--- src/hdl/gda_pkg.sv ---
// Package for the Gregorian date arithmetic block: widths, codes, calendar tables,
// controller/datapath command and status types. No dependencies.
package gda_pkg;

   localparam int MAX_YEAR   = 9999;
   localparam int YEAR_BIAS  = 400;

   localparam int OP_W       = 3;
   localparam int DAY_W      = 5;
   localparam int MON_W      = 4;
   localparam int YEAR_W     = 14;
   localparam int AMT_W      = 16;
   localparam int DIST_W     = 22;
   localparam int CMP_W      = 2;
   localparam int YB_W       = 15;   // biased year
   localparam int DN_W       = 24;   // day number
   localparam int T_W        = 19;   // signed month count
   localparam int RY_W       = 18;   // signed result year
   localparam int REQ_DATA_W = 64;
   localparam int RSP_DATA_W = 56;

   // ceil-reciprocal constants: q = (x * RECIP) >> SHIFT
   localparam int RECIP_100  = 20972;
   localparam int SHIFT_100  = 21;
   localparam int RECIP_400  = 20972;
   localparam int SHIFT_400  = 23;
   localparam int RECIP_12   = 349526;
   localparam int SHIFT_12   = 22;

   // day number of 1 Jan of year 0 (biased year YEAR_BIAS)
   localparam int DBY_BIAS   = 365 * YEAR_BIAS + YEAR_BIAS / 4 - YEAR_BIAS / 100
                               + YEAR_BIAS / 400;

   localparam logic [CMP_W-1:0] CMP_EARLIER = 2'd0;
   localparam logic [CMP_W-1:0] CMP_EQUAL   = 2'd1;
   localparam logic [CMP_W-1:0] CMP_LATER   = 2'd2;

   typedef enum logic [OP_W-1:0] {
      OP_ADD_DAYS   = 3'd0,
      OP_SUB_DAYS   = 3'd1,
      OP_ADD_MONTHS = 3'd2,
      OP_SUB_MONTHS = 3'd3,
      OP_ADD_YEARS  = 3'd4,
      OP_SUB_YEARS  = 3'd5,
      OP_DIST       = 3'd6,
      OP_RSVD       = 3'd7
   } op_type;

   typedef enum logic [2:0] {
      SRC_NONE  = 3'd0,
      SRC_ERR   = 3'd1,
      SRC_DIST  = 3'd2,
      SRC_A     = 3'd3,
      SRC_YEAR  = 3'd4,
      SRC_MONTH = 3'd5,
      SRC_DAY   = 3'd6
   } src_type;

   typedef enum logic [2:0] {
      YSEL_HOLD = 3'd0,
      YSEL_YY_A = 3'd1,
      YSEL_YY_B = 3'd2,
      YSEL_INC  = 3'd3,
      YSEL_DEC  = 3'd4
   } ysel_type;

   typedef struct packed {
      logic     load;
      ysel_type ysel;
      logic     set_valid;
      logic     n_load;
      logic     dist_load;
      logic     t_load;
      logic     rem_load;
      logic     walk_step;
      logic     fin;
      src_type  src;
   } cmd_type;

   typedef struct packed {
      op_type op;
      logic   amt_neg;
      logic   amt_zero;
      logic   n_below;
      logic   dby_gt;
      logic   walk_more;
      logic   out_free;
   } sts_type;

   function automatic logic [DAY_W-1:0] month_len(input logic [MON_W-1:0] k,
                                                  input logic leap);
      logic [DAY_W-1:0] len;
      case (k) inside
         4'd1:                   len = leap ? 5'd29 : 5'd28;
         4'd3, 4'd5, 4'd8, 4'd10: len = 5'd30;
         default:                len = 5'd31;
      endcase
      return len;
   endfunction

   function automatic logic [8:0] cum_days(input logic [MON_W-1:0] mm);
      logic [8:0] c;
      case (mm)
         4'd0:    c = 9'd0;
         4'd1:    c = 9'd31;
         4'd2:    c = 9'd59;
         4'd3:    c = 9'd90;
         4'd4:    c = 9'd120;
         4'd5:    c = 9'd151;
         4'd6:    c = 9'd181;
         4'd7:    c = 9'd212;
         4'd8:    c = 9'd243;
         4'd9:    c = 9'd273;
         4'd10:   c = 9'd304;
         4'd11:   c = 9'd334;
         default: c = 9'd0;
      endcase
      return c;
   endfunction

   // month index 0..11 with linear wrap of month 0 and 13..15
   function automatic logic [MON_W-1:0] mm_of(input logic [MON_W-1:0] m);
      logic [MON_W-1:0] mm;
      if (m == 4'd0) begin
         mm = 4'd11;
      end else if (m <= 4'd12) begin
         mm = m - 4'd1;
      end else begin
         mm = m - 4'd13;
      end
      return mm;
   endfunction

   function automatic logic [YB_W-1:0] yy_of(input logic [MON_W-1:0] m,
                                            input logic [YEAR_W-1:0] y);
      logic [YB_W-1:0] base;
      logic [YB_W-1:0] yy;
      base = YB_W'(y) + YB_W'(YEAR_BIAS);
      if (m == 4'd0) begin
         yy = base - 15'd1;
      end else if (m >= 4'd13) begin
         yy = base + 15'd1;
      end else begin
         yy = base;
      end
      return yy;
   endfunction

endpackage

--- src/hdl/gda_dp.sv ---
// Datapath of the date arithmetic block: operand registers, day-count unit with
// registered reciprocal quotients, year search and month walk registers, output stage.
// Depends on gda_pkg; driven by gda_ctrl through cmd/sts.
module gda_dp (
   input  logic                              clock,
   input  logic                              reset,
   input  logic [gda_pkg::REQ_DATA_W-1:0]    req_tdata,
   input  logic [gda_pkg::OP_W-1:0]          req_tuser,
   output logic                              rsp_tvalid,
   input  logic                              rsp_tready,
   output logic [gda_pkg::RSP_DATA_W-1:0]    rsp_tdata,
   input  gda_pkg::cmd_type                  cmd,
   output gda_pkg::sts_type                  sts
);
   import gda_pkg::*;

   // operand registers
   op_type              op_ff;
   logic [DAY_W-1:0]    da_ff, db_ff;
   logic [MON_W-1:0]    ma_ff, mb_ff;
   logic [YEAR_W-1:0]   ya_ff, yb_ff;
   logic [AMT_W-1:0]    amt_ff;

   // work registers
   logic [YB_W-1:0]     y_ff, y_in;
   logic [8:0]          q100_ff;
   logic [6:0]          q400_ff;
   logic [DN_W-1:0]     n_ff;
   logic [DIST_W-1:0]   dist_ff;
   logic [T_W-1:0]      t_ff;
   logic [14:0]         q12_ff;
   logic [8:0]          r_ff;
   logic [MON_W-1:0]    k_ff;
   logic                leap_ff;
   logic                valid_ff;

   // output stage
   logic                rsp_tvalid_ff;
   logic [DAY_W-1:0]    res_day_ff;
   logic [MON_W-1:0]    res_month_ff;
   logic [YEAR_W-1:0]   res_year_ff;
   logic                first_valid_ff;
   logic [CMP_W-1:0]    compare_ff;
   logic [DIST_W-1:0]   distance_ff;
   logic                error_ff;

   logic [29:0]         p100, p400;
   logic [36:0]         p12;
   logic [DN_W-1:0]     dby, dn_a, dn_b, amt_ext, n_in, diff;
   logic [MON_W-1:0]    mm_a, mm_b, rem12;
   logic                leap, valid_in;
   logic [CMP_W-1:0]    cmp;
   logic [T_W-1:0]      t_base, t_in;
   logic [DAY_W-1:0]    rd_fin;
   logic [MON_W-1:0]    rm_fin;
   logic [RY_W-1:0]     ry_fin;
   logic                dated, below, err_fin, over;
   logic [DIST_W-1:0]   dist_fin;

   // day-count unit
   assign p100 = 30'(y_ff + 15'd99)  * 30'(RECIP_100);
   assign p400 = 30'(y_ff + 15'd399) * 30'(RECIP_400);
   assign p12  = 37'(t_ff[T_W-2:0])  * 37'(RECIP_12);

   assign dby  = DN_W'(y_ff) * DN_W'(365) + DN_W'((y_ff + 15'd3) >> 2)
                 - DN_W'(q100_ff) + DN_W'(q400_ff);
   assign leap = ((16'(q100_ff) * 16'd100) == 16'(y_ff))
                 ? ((16'(q400_ff) * 16'd400) == 16'(y_ff))
                 : (y_ff[1:0] == 2'b00);

   assign mm_a = mm_of(ma_ff);
   assign mm_b = mm_of(mb_ff);
   assign dn_a = dby + DN_W'(cum_days(mm_a)) + DN_W'(da_ff) - DN_W'(1)
                 + DN_W'(leap && (mm_a >= 4'd2));
   assign dn_b = dby + DN_W'(cum_days(mm_b)) + DN_W'(db_ff) - DN_W'(1)
                 + DN_W'(leap && (mm_b >= 4'd2));

   assign amt_ext = DN_W'(amt_ff[AMT_W-2:0]);

   always_comb begin
      case (op_ff)
         OP_ADD_DAYS: n_in = dn_a + amt_ext;
         OP_SUB_DAYS: n_in = dn_a - amt_ext;
         default:     n_in = dn_a;
      endcase
   end

   assign diff = (n_ff >= dn_b) ? (n_ff - dn_b) : (dn_b - n_ff);

   assign t_base = T_W'(ya_ff) * T_W'(12) + T_W'(ma_ff) - T_W'(1);
   assign t_in   = (op_ff == OP_ADD_MONTHS) ? (t_base + T_W'(amt_ff[AMT_W-2:0]))
                                            : (t_base - T_W'(amt_ff[AMT_W-2:0]));
   assign rem12  = 4'(18'(t_ff[T_W-2:0]) - 18'(q12_ff) * 18'd12);

   assign valid_in = (ma_ff >= 4'd1) && (ma_ff <= 4'd12) && (da_ff != 5'd0)
                     && (da_ff <= month_len(ma_ff - 4'd1, leap));

   always_comb begin
      if (ya_ff != yb_ff) begin
         cmp = (ya_ff < yb_ff) ? CMP_EARLIER : CMP_LATER;
      end else if (ma_ff != mb_ff) begin
         cmp = (ma_ff < mb_ff) ? CMP_EARLIER : CMP_LATER;
      end else if (da_ff != db_ff) begin
         cmp = (da_ff < db_ff) ? CMP_EARLIER : CMP_LATER;
      end else begin
         cmp = CMP_EQUAL;
      end
   end

   always_comb begin
      case (cmd.ysel)
         YSEL_YY_A: y_in = yy_of(ma_ff, ya_ff);
         YSEL_YY_B: y_in = yy_of(mb_ff, yb_ff);
         YSEL_INC:  y_in = y_ff + 15'd1;
         YSEL_DEC:  y_in = y_ff - 15'd1;
         default:   y_in = y_ff;
      endcase
      if (cmd.load) begin
         y_in = YB_W'(req_tdata[22:9]) + YB_W'(YEAR_BIAS);
      end
   end

   // result selection
   always_comb begin
      rd_fin   = '0;
      rm_fin   = '0;
      ry_fin   = '0;
      dated    = 1'b0;
      below    = 1'b0;
      err_fin  = 1'b0;
      dist_fin = '0;
      case (cmd.src)
         SRC_ERR:  err_fin = 1'b1;
         SRC_DIST: dist_fin = dist_ff;
         SRC_A: begin
            dated  = 1'b1;
            rd_fin = da_ff;
            rm_fin = ma_ff;
            ry_fin = RY_W'(ya_ff);
         end
         SRC_YEAR: begin
            dated  = 1'b1;
            rd_fin = da_ff;
            rm_fin = ma_ff;
            ry_fin = (op_ff == OP_ADD_YEARS)
                     ? (RY_W'(ya_ff) + RY_W'(amt_ff[AMT_W-2:0]))
                     : (RY_W'(ya_ff) - RY_W'(amt_ff[AMT_W-2:0]));
            below  = ry_fin[RY_W-1];
         end
         SRC_MONTH: begin
            dated  = 1'b1;
            rd_fin = da_ff;
            rm_fin = rem12 + 4'd1;
            ry_fin = RY_W'(q12_ff);
            below  = t_ff[T_W-1];
         end
         SRC_DAY: begin
            dated  = 1'b1;
            rd_fin = r_ff[DAY_W-1:0] + 5'd1;
            rm_fin = k_ff + 4'd1;
            ry_fin = RY_W'(y_ff) - RY_W'(YEAR_BIAS);
         end
         default: ;
      endcase
      over = !ry_fin[RY_W-1] && (ry_fin[RY_W-2:0] > (RY_W-1)'(MAX_YEAR));
      if (dated) begin
         if (below) begin
            rd_fin  = '0;
            rm_fin  = '0;
            ry_fin  = '0;
            err_fin = 1'b1;
         end else if (over) begin
            rd_fin  = 5'd31;
            rm_fin  = 4'd12;
            ry_fin  = RY_W'(MAX_YEAR);
            err_fin = 1'b1;
         end
      end
   end

   always_ff @(posedge clock) begin
      if (cmd.load) begin
         op_ff  <= op_type'(req_tuser);
         da_ff  <= req_tdata[4:0];
         ma_ff  <= req_tdata[8:5];
         ya_ff  <= req_tdata[22:9];
         amt_ff <= req_tdata[38:23];
         db_ff  <= req_tdata[43:39];
         mb_ff  <= req_tdata[47:44];
         yb_ff  <= req_tdata[61:48];
      end
      y_ff    <= y_in;
      q100_ff <= p100[29:SHIFT_100];
      q400_ff <= p400[29:SHIFT_400];
      q12_ff  <= p12[36:SHIFT_12];
      if (cmd.set_valid) begin
         valid_ff <= valid_in;
      end
      if (cmd.n_load) begin
         n_ff <= n_in;
      end
      if (cmd.dist_load) begin
         dist_ff <= (diff[DN_W-1:DIST_W] != '0) ? '1 : diff[DIST_W-1:0];
      end
      if (cmd.t_load) begin
         t_ff <= t_in;
      end
      if (cmd.rem_load) begin
         r_ff    <= 9'(n_ff - dby);
         k_ff    <= '0;
         leap_ff <= leap;
      end else if (cmd.walk_step) begin
         r_ff <= r_ff - 9'(month_len(k_ff, leap_ff));
         k_ff <= k_ff + 4'd1;
      end
      if (cmd.fin) begin
         res_day_ff     <= rd_fin;
         res_month_ff   <= rm_fin;
         res_year_ff    <= ry_fin[YEAR_W-1:0];
         first_valid_ff <= valid_ff;
         compare_ff     <= cmp;
         distance_ff    <= dist_fin;
         error_ff       <= err_fin;
      end
   end

   always_ff @(posedge clock) begin
      if (reset) begin
         rsp_tvalid_ff <= 1'b0;
      end else if (cmd.fin) begin
         rsp_tvalid_ff <= 1'b1;
      end else if (rsp_tready) begin
         rsp_tvalid_ff <= 1'b0;
      end
   end

   assign rsp_tvalid = rsp_tvalid_ff;
   assign rsp_tdata  = {7'd0, error_ff, distance_ff, compare_ff, first_valid_ff,
                        res_year_ff, res_month_ff, res_day_ff};

   always_comb begin
      sts.op        = op_ff;
      sts.amt_neg   = amt_ff[AMT_W-1];
      sts.amt_zero  = (amt_ff == '0);
      sts.n_below   = (n_ff < DN_W'(DBY_BIAS));
      sts.dby_gt    = (dby > n_ff);
      sts.walk_more = (k_ff < 4'd11) && (r_ff >= 9'(month_len(k_ff, leap_ff)));
      sts.out_free  = !rsp_tvalid_ff || rsp_tready;
   end

`ifndef SYNTHESIS
   a_fin_shows: assert property (@(posedge clock) disable iff (reset)
      cmd.fin |=> rsp_tvalid_ff)
      else $error("result not presented after finish");
   a_err_nodist: assert property (@(posedge clock) disable iff (reset)
      (rsp_tvalid_ff && error_ff) |-> (distance_ff == '0))
      else $error("error result carries a distance");
   a_walk_bound: assert property (@(posedge clock) disable iff (reset)
      cmd.walk_step |-> (k_ff < 4'd11))
      else $error("month walk past November");
`endif

endmodule

--- src/hdl/gda_ctrl.sv ---
// Controller of the date arithmetic block: one-hot sequencer over validity check,
// day-count, year search, month walk and result hand-off. Depends on gda_pkg.
module gda_ctrl (
   input  logic               clock,
   input  logic               reset,
   input  logic               req_tvalid,
   output logic               req_tready,
   output gda_pkg::cmd_type   cmd,
   input  gda_pkg::sts_type   sts
);
   import gda_pkg::*;

   typedef enum logic [14:0] {
      S_IDLE  = 15'h0001,
      S_VWAIT = 15'h0002,
      S_VCAP  = 15'h0004,
      S_MQ    = 15'h0008,
      S_AWAIT = 15'h0010,
      S_ADN   = 15'h0020,
      S_BWAIT = 15'h0040,
      S_BDN   = 15'h0080,
      S_DCHK  = 15'h0100,
      S_SRCH  = 15'h0200,
      S_SWAIT = 15'h0400,
      S_FWAIT = 15'h0800,
      S_FREM  = 15'h1000,
      S_WALK  = 15'h2000,
      S_FIN   = 15'h4000
   } state_type;

   state_type state_ff, state_in;
   logic      dir_ff, dir_in;
   src_type   src_ff, src_in;

   always_comb begin
      state_in   = state_ff;
      dir_in     = dir_ff;
      src_in     = src_ff;
      req_tready = 1'b0;
      cmd        = '0;
      cmd.ysel   = YSEL_HOLD;
      cmd.src    = src_ff;
      unique case (state_ff)
         S_IDLE: begin
            req_tready = 1'b1;
            if (req_tvalid) begin
               cmd.load = 1'b1;
               dir_in   = 1'b0;
               state_in = S_VWAIT;
            end
         end
         S_VWAIT: state_in = S_VCAP;
         S_VCAP: begin
            cmd.set_valid = 1'b1;
            if (sts.op == OP_DIST) begin
               cmd.ysel = YSEL_YY_A;
               state_in = S_AWAIT;
            end else if (sts.op == OP_RSVD) begin
               src_in   = SRC_NONE;
               state_in = S_FIN;
            end else if (sts.amt_neg) begin
               src_in   = SRC_ERR;
               state_in = S_FIN;
            end else if (sts.amt_zero) begin
               src_in   = SRC_A;
               state_in = S_FIN;
            end else begin
               case (sts.op) inside
                  OP_ADD_DAYS, OP_SUB_DAYS: begin
                     cmd.ysel = YSEL_YY_A;
                     state_in = S_AWAIT;
                  end
                  OP_ADD_MONTHS, OP_SUB_MONTHS: begin
                     cmd.t_load = 1'b1;
                     state_in   = S_MQ;
                  end
                  default: begin
                     src_in   = SRC_YEAR;
                     state_in = S_FIN;
                  end
               endcase
            end
         end
         S_MQ: begin
            src_in   = SRC_MONTH;
            state_in = S_FIN;
         end
         S_AWAIT: state_in = S_ADN;
         S_ADN: begin
            cmd.n_load = 1'b1;
            if (sts.op == OP_DIST) begin
               cmd.ysel = YSEL_YY_B;
               state_in = S_BWAIT;
            end else begin
               state_in = S_DCHK;
            end
         end
         S_BWAIT: state_in = S_BDN;
         S_BDN: begin
            cmd.dist_load = 1'b1;
            src_in        = SRC_DIST;
            state_in      = S_FIN;
         end
         S_DCHK: begin
            if (sts.n_below) begin
               src_in   = SRC_ERR;
               state_in = S_FIN;
            end else begin
               state_in = S_SRCH;
            end
         end
         S_SRCH: begin
            if (sts.dby_gt) begin
               cmd.ysel = YSEL_DEC;
               state_in = dir_ff ? S_FWAIT : S_SWAIT;
            end else begin
               cmd.ysel = YSEL_INC;
               dir_in   = 1'b1;
               state_in = S_SWAIT;
            end
         end
         S_SWAIT: state_in = S_SRCH;
         S_FWAIT: state_in = S_FREM;
         S_FREM: begin
            cmd.rem_load = 1'b1;
            state_in     = S_WALK;
         end
         S_WALK: begin
            if (sts.walk_more) begin
               cmd.walk_step = 1'b1;
            end else begin
               src_in   = SRC_DAY;
               state_in = S_FIN;
            end
         end
         S_FIN: begin
            if (sts.out_free) begin
               cmd.fin  = 1'b1;
               state_in = S_IDLE;
            end
         end
         default: state_in = S_IDLE;
      endcase
   end

   always_ff @(posedge clock) begin
      if (reset) begin
         state_ff <= S_IDLE;
         dir_ff   <= 1'b0;
         src_ff   <= SRC_NONE;
      end else begin
         state_ff <= state_in;
         dir_ff   <= dir_in;
         src_ff   <= src_in;
      end
   end

`ifndef SYNTHESIS
   a_accept_start: assert property (@(posedge clock) disable iff (reset)
      (req_tvalid && req_tready) |=> (state_ff == S_VWAIT))
      else $error("item taken without starting the check");
   a_search_range: assert property (@(posedge clock) disable iff (reset)
      (state_ff == S_SRCH) |-> !sts.n_below)
      else $error("year search on a day number below year 0");
   a_walk_done: assert property (@(posedge clock) disable iff (reset)
      ((state_ff == S_WALK) && !sts.walk_more) |=> (state_ff == S_FIN))
      else $error("month walk did not hand off the result");
`endif

endmodule

--- src/hdl/gregorian_date_arithmetic.sv ---
// Top level of the Gregorian date arithmetic block: joins controller and datapath.
// Depends on gda_pkg, gda_ctrl, gda_dp.
//
//   channel   dir   fields (tdata / tuser)
//   req_      in    op; day_a month_a year_a amount day_b month_b year_b
//   rsp_      out   res_day res_month res_year first_valid compare distance error
//
// One item at a time. Year ops, zero or negative amounts and selector 7 skip to the
// result after the validity check; month ops add a month quotient; day distance
// converts both dates; day add/sub adds a year search, each step waiting for the
// day-count unit's registered quotients, and a month walk. Synchronous reset
// returns to idle with no result pending. A result waits in the output register
// while the next item is taken; a new result holds until that register is free.
module gregorian_date_arithmetic (
   input  logic                              clock,
   input  logic                              reset,
   input  logic                              req_tvalid,
   output logic                              req_tready,
   // day_a[4:0] month_a[8:5] year_a[22:9] amount[38:23] day_b[43:39]
   // month_b[47:44] year_b[61:48], zero fill [63:62]
   input  logic [gda_pkg::REQ_DATA_W-1:0]    req_tdata,
   // op[2:0]
   input  logic [gda_pkg::OP_W-1:0]          req_tuser,
   output logic                              rsp_tvalid,
   input  logic                              rsp_tready,
   // res_day[4:0] res_month[8:5] res_year[22:9] first_valid[23] compare[25:24]
   // distance[47:26] error[48], zero fill [55:49]
   output logic [gda_pkg::RSP_DATA_W-1:0]    rsp_tdata
);
   import gda_pkg::*;

   cmd_type cmd;
   sts_type sts;

   gda_ctrl u_ctrl (
      .clock      (clock),
      .reset      (reset),
      .req_tvalid (req_tvalid),
      .req_tready (req_tready),
      .cmd        (cmd),
      .sts        (sts)
   );

   gda_dp u_dp (
      .clock      (clock),
      .reset      (reset),
      .req_tdata  (req_tdata),
      .req_tuser  (req_tuser),
      .rsp_tvalid (rsp_tvalid),
      .rsp_tready (rsp_tready),
      .rsp_tdata  (rsp_tdata),
      .cmd        (cmd),
      .sts        (sts)
   );

endmodule

--- config.mk ---
export PLATFORM = sky130hd
export DESIGN_NAME = gregorian_date_arithmetic
export DESIGN_NICKNAME = d
export VERILOG_FILES = /design/src/hdl/gda_pkg.sv /design/src/hdl/gda_dp.sv /design/src/hdl/gda_ctrl.sv /design/src/hdl/gregorian_date_arithmetic.sv
export SDC_FILE = /design/constraint.sdc
export NUM_CORES = 2
export LEC_CHECK = 0
export ABC_AREA = 1
export BUFFER_PORTS_ARGS = -buffer_cell sky130_fd_sc_hd__buf_2
export CAP_MARGIN = 20
export CORE_ASPECT_RATIO = 1.4
export CORE_MARGIN = 1
export CORE_UTILIZATION = 35
export CTS_CLUSTER_SIZE = 28
export DETAILED_ROUTE_END_ITERATION = 8
export GPL_TIMING_DRIVEN = 0
export PLACE_DENSITY = 0.49
export REMOVE_ABC_BUFFERS = 1
export SETUP_SLACK_MARGIN = 0.02
export SYNTH_ARGS = -nofsm -noshare
export SYNTH_HDL_FRONTEND = slang
export SYNTH_HIERARCHICAL = 1
export SYNTH_SLANG_ARGS = --single-unit
--- constraint.sdc ---
create_clock -name clock -period 10.25 [get_ports clock]
set_input_delay 0.5125 -clock clock [delete_from_list [all_inputs] [get_ports clock]]
set_output_delay 0.5125 -clock clock [all_outputs]
set_load 0.1 [all_outputs]
Yosys cells after proc, flatten, opt, wreduce, memory -nomap -nowiden:

Memories as Yosys holds them, arrays and structs flattened.
Cells that the tools add are included.

* logic and storage cells: 291
* input port bits: 71
* memories: 2
* memory bits (read-only): 288
* bits in registers: 260
* output and inout port bits: 58

* muxes and demuxes: 103
* equality and inequality tests: 54
* multipliers: 8
* magnitude comparators: 17
* $add $sub $neg: 44
* reductions and logical operators: 33

Memory list
* (name not given): words 16, width 9, read ports 1, clocked after memory_dff 0, wr ports 0, RTL line gda_pkg.sv:103 `case (mm)`
* (name not given): words 16, width 9, read ports 1, clocked after memory_dff 0, wr ports 0, RTL line gda_pkg.sv:103

Operator list (number)
* $mux 15: 16
* $pmux 15 s14: 1
* $pmux 18 s4: 1
* $mul 30x13->28 const B: 2
* $pmux 15 s4: 1
* $add 24x1->24: 2
* $add 24x5->24: 2
* $add 24x9->24: 2
* $pmux 24 s2: 1
* $sub 24x1->24 const B: 2
* $sub 24x24->24: 2
* $add 14x9->15 const B: 3
* $add 15x1->15 const B: 3
* $sub 15x1->15 const B: 3
* $mux 14: 3
* $mux 3: 13
* $mul 18x18->36 const B: 1
* $mux 5: 7
* $mux 1: 33
* $eq 16x15->1: 2
* $mux 4: 7
* $mux 9: 3
* $add 24x15->24: 1
* $add 24x22->24: 1
* 90 further kinds: 147

Logic depth before layout (Yosys ltp):

* word-level depth: 13
* depth in mapped cells: 58

Modules after synthesis:

The synthesis kept the hierarchy.

By module, submodules not included
* gda_dp: instances 1, area each 44629.1 um^2, sequential area each 6876.6 um^2, cells an instance 5654
* gda_ctrl: instances 1, area each 1291.2 um^2, sequential area each 380.4 um^2, cells an instance 212

Worst setup path after synthesis:

No wires, ideal clock.

* kind: reg2reg
* start: reg u_dp.y_ff[0]
* end: reg u_dp.y_ff[14], data pin
* path buffers: 2
* library setup time: 249 ps
* path slack: 635 ps
* arrival: 9366 ps
* stages on the path, launching flop included: 57
* period minus slack after synthesis: 9615 ps
* cells stage by stage: edfxtp_1 > clkbuf_2 > inv_1 > ha_1 > clkbuf_1 > nor2_1 > nand2_1 > nor2_1 > inv_1 > nor3_1 > nand2_1 > xor2_1 > ha_1 > inv_1 > fa_1 > inv_1 > fa_1 > inv_1 > [... 21 more ...] > inv_1 > nand3_1 > nand2_1 > nor3_1 > ha_1 > a21oi_1 > o21ai_0 > nand2_1 > nand3_1 > nand2_1 > inv_1 > nand2_1 > o21ai_0 > or2_2 > nand3_1 > nand3b_1 > nand2_1 > inv_1

RTL lines
* start: declaration: RTL line gda_dp.sv:25 `logic [YB_W-1:0] y_ff, y_in;`
* start signal: assignment: RTL line gda_dp.sv:192 `y_ff <= y_in;`

Worst setup path in the final report:

* start: reg u_dp.y_ff[1]
* end: reg u_dp.dist_ff[10], data pin

* longest elaborated chain between the ends: 11
* elaborated cells on any way between the ends: 19
* those cells by class: 10 x add/sub; 1 x mul; 1 x order compare; 2 x eq/ne; 2 x mux; 3 x reduce/logical

RTL lines
* $mul 15x9->24 / $add 15x2->16 (equally long branches): RTL line gda_dp.sv:65 `assign dby = DN_W'(y_ff) * DN_W'(365) + DN_W'((y_ff + 15'd3) >> 2)`
* $add 24x22->24: RTL line gda_dp.sv:65
* $sub 24x9->24: RTL line gda_dp.sv:66 `- DN_W'(q100_ff) + DN_W'(q400_ff);`
* $add 24x7->24: RTL line gda_dp.sv:66
* $add 24x9->24: RTL line gda_dp.sv:75 `assign dn_b = dby + DN_W'(cum_days(mm_b)) + DN_W'(db_ff) - DN_W'(1)`
* $add 24x5->24: RTL line gda_dp.sv:75
* $sub 24x1->24: RTL line gda_dp.sv:75
* $add 24x1->24 (*): RTL line gda_dp.sv:76 `+ DN_W'(leap && (mm_b >= 4'd2));`
* $sub 24x24->24 / $ge 24x24->1 (equally long branches): RTL line gda_dp.sv:88 `assign diff = (n_ff >= dn_b) ? (n_ff - dn_b) : (dn_b - n_ff);`
* $mux 24 (*): RTL line gda_dp.sv:88
* $reduce_bool 2->1: RTL line gda_dp.sv:203 `dist_ff <= (diff[DN_W-1:DIST_W] != '0) ? '1 : diff[DIST_W-1:0];`
* end signal: assignment: RTL line gda_dp.sv:203
* end: declaration: RTL line gda_dp.sv:29 `logic [DIST_W-1:0] dist_ff;`

Mark *: on every way between the ends. The rest lies on a longest branch, timed or not.
A chain may end at the register's enable or synchronous reset.

==> impl_metrics.env <==
export IMPL_gp_congestion=0.9527
export IMPL_yosysWarningCount=6
export IMPL_setup_worst_path_start_class="register"
export IMPL_path_class="register to register"
export IMPL_relSlewSlack_pct=31.65
export IMPL_end_kind="register"
export IMPL_cp_arrival_ns=10.22
export IMPL_grt_antenna_before_repair=1
export IMPL_synth_top_cell_by_area="ha_1"
export IMPL_io_buffers=119
export IMPL_numCtsBuffers=30
export IMPL_ys_ff_latch=260
export IMPL_routed_via_density=4.992
export IMPL_grt_max_degree=35
export IMPL_vias=39040
export IMPL_fill_cells=13550
export IMPL_htreeDepth=1
export IMPL_layout_commonest_cell="inv_1"
export IMPL_final_max_slew_viol_count=0
export IMPL_cp_required_ns=10.64
export IMPL_dp_hpwl_um=127900
export IMPL_dieArea_um2=132700
export IMPL_ys_seq_area_share_pct=15.80
export IMPL_routed_top_layer="met5"
export IMPL_cts_tree="done"
export IMPL_fin_nets=7337
export IMPL_drive_above_1_share_pct=7.744
export IMPL_drtIter0Drc=2214
export IMPL_wl_met2_um=77970
export IMPL_synth_area_leaders="ha_1 (23%), fa_1 (16%), edfxtp_1 (13%), inv_1 (10%), nand2_1 (7.4%)"
export IMPL_setup_violations_final=0
export IMPL_dr_pass1_iters=6
export IMPL_cpPeakStageDelay_ns=0.54
export IMPL_drt_wl_total_um=151500
export IMPL_worst_slew_pin_slew_ns=1.025
export IMPL_utilization_pct=39.51
export IMPL_outcome="finished, final reports clean"
export IMPL_grt_pass1_wl_um=231300
export IMPL_start_util_pct=35.43
export IMPL_die_w_um=308.1
export IMPL_ioPinCount=129
export IMPL_min_path_type="primary input to register"
export IMPL_die_h_um=430.6
export IMPL_fin_crit_sh_pct=95.90
export IMPL_netlist_area_um2=45920
export IMPL_fp_row_count=156
export IMPL_first_global_vias=39740
export IMPL_critPathMaxFanout=7
export IMPL_dr_wl_met3_um=4839
export IMPL_hold_violations=0
export IMPL_grt_usage_pct=22.91
export IMPL_synth_cell_types=64
export IMPL_most_common_layout_cells="inv_1 (1,263), nand2_1 (903), ha_1 (815)"
export IMPL_cts_buffer_depth=3
export IMPL_wl_per_cell_um=19.37
export IMPL_netlist_area_leader_share_pct=22.78
export IMPL_dp_worst_setup_slack_ns=-3.499
export IMPL_area_delta_synth_final_pct=11.51
export IMPL_clk_latency_ns=0.65
export IMPL_coreArea_um2=129600
export IMPL_fmax_mhz=101.7
export IMPL_regArea_um2=7257
export IMPL_maxCapViolations=0
export IMPL_cts_sink_count=260
export IMPL_avgSynthCellArea_um2=7.828
export IMPL_ant_nets=0
export IMPL_worst_slack_ns=0.4200
export IMPL_clk_pin_slew_ns=0.07
export IMPL_cp_slowest_cell="fa_1"
export IMPL_multiInputGateArea_um2=34190
export IMPL_remaining_drc_errors=0
export IMPL_wl_met1_um=60690
export IMPL_grt_overflow=0
export IMPL_finalClockSkew_ns=0.02025
export IMPL_synthCells=5866
export IMPL_min_period_ns=9.830
export IMPL_cts_root_buffer="clkbuf_16"
[worst max-delay path: cells and delay by family (launching register included)]
kind            cells  cell delay, ns
flops               1            0.32
compound gates     11            2.26
buf+inv             9            1.13
fa+ha+maj          10            3.90
xor+xnor            4            0.85
simple gates        9            1.11
[sequential cells by signal, indices dropped and copies added (netlist names), 4 cells and up]
name and count:
u_dp/n_ff 24, u_dp/dist_ff 22, u_dp/distance_ff 22, u_dp/t_ff 19
u_dp/amt_ff 16, u_ctrl/state_ff 15, u_dp/q12_ff 15, u_dp/y_ff 15
u_dp/res_year_ff 14, u_dp/ya_ff 14, u_dp/yb_ff 14, u_dp/q100_ff 9
u_dp/r_ff 9, u_dp/q400_ff 7, u_dp/da_ff 5, u_dp/db_ff 5
u_dp/res_day_ff 5, u_dp/k_ff 4, u_dp/ma_ff 4, u_dp/mb_ff 4
u_dp/res_month_ff 4
[synth_stat cells, drive strengths merged]
| cell type | instances |
|---|---|
| a211oi | 11 |
| a21boi | 14 |
| a21o | 28 |
| a21oi | 424 |
| a221oi | 10 |
| a22oi | 4 |
| a31o | 4 |
| a31oi | 38 |
| a32oi | 3 |
| a41oi | 2 |
| and2 | 6 |
| and3 | 1 |
| buf | 38 |
| clkbuf | 29 |
| clkinv | 6 |
| conb | 1 |
| dfxtp | 55 |
| edfxtp | 205 |
| fa | 372 |
| ha | 836 |
| inv | 1285 |
| mux2i | 1 |
| nand2 | 920 |
| nand2b | 1 |
| nand3 | 256 |
| nand3b | 16 |
| nand4 | 57 |
| nor2 | 410 |
| nor3 | 71 |
| nor3b | 5 |
| nor4 | 16 |
| o2111ai | 9 |
| o211a | 1 |
| o211ai | 24 |
| o21a | 17 |
| o21ai | 318 |
| o21bai | 27 |
| o221ai | 4 |
| o22ai | 19 |
| o31ai | 7 |
| o32ai | 1 |
| or2 | 25 |
| xnor2 | 81 |
| xor2 | 208 |
[metrics by stage]
stage                     area [um2]  hold slack, ns  std cells  setup TNS (ns)
after floorplan                45570          0.4003       5805               0
after global placement         48340          0.4445       7662         -172.12
after detailed placement       48630          0.4253       7677         -129.16
after CTS                      50600       0.0005564       7795               0
after global routing           51200         0.01615       7820         -0.1157
final                          51200         0.03942       7821               0
[final timing paths]
kind / startpoint / slack (ns) / to / cells after the start
worst max-delay path: u_dp/y_ff[1]$_DFFE_PP_ / 0.42 / u_dp/dist_ff[10]$_SDFFCE_PP1P_ / 43
worst min-delay path: req_tdata[45] / 0.04 / u_dp/mb_ff[1]$_DFFE_PP_ / 1
worst min register to register: u_ctrl/dir_ff$_SDFFE_PP0P_ / 0.46 / u_ctrl/state_ff[11]$_SDFFE_PP0P_ / 2
worst max register to register: u_dp/y_ff[1]$_DFFE_PP_ / 0.42 / u_dp/dist_ff[10]$_SDFFCE_PP1P_ / 43
[area by class of cell]
| type | count | share of cell area (%) |
|---|---|---|
| flip-flops and latches | 260 | 14.17 |
| clock inverters | 17 | 0.4032 |
| well taps | 1738 | 4.247 |
| repair buffers | 219 | 3.203 |
| inverters | 1291 | 9.501 |
| multi-input cells | 4256 | 66.77 |
| clock buffers | 39 | 1.701 |
| diodes | 1 | 0.004887 |
[metal layers]
layer / vias to the layer above / global-route usage (%)
met4: 2 / 10.48
met5: - / 0
met2: 765 / 42.48
met3: 221 / 1.804
met1: 18690 / 26.44
li1: 19360 / -
[cells by family after synthesis]
logic type | after synthesis | synth area share (%)
adders and majority gates | 1208 | 39.00
other | 1 | 0.008166
DFF | 260 | 15.80
and+or+nand+nor | 1784 | 16.58
xor gates and xnor gates | 289 | 5.512
buffers and inverters | 1358 | 11.36
muxes | 1 | 0.02180
AOI/OAI and AO/OA | 965 | 11.71
[what timing repair did]
item                       CTS  global route
buffers inserted            53            25
pin swaps                    9            30
hold endpoints to repair     7             0
setup endpoints to repair   64            40
gates resized for setup     60            96
gates cloned                 2             0
hold buffers                 7             0
Power is not shown: default switching activity piles up to over one toggle a cycle in this logic, so the estimate is an artifact.
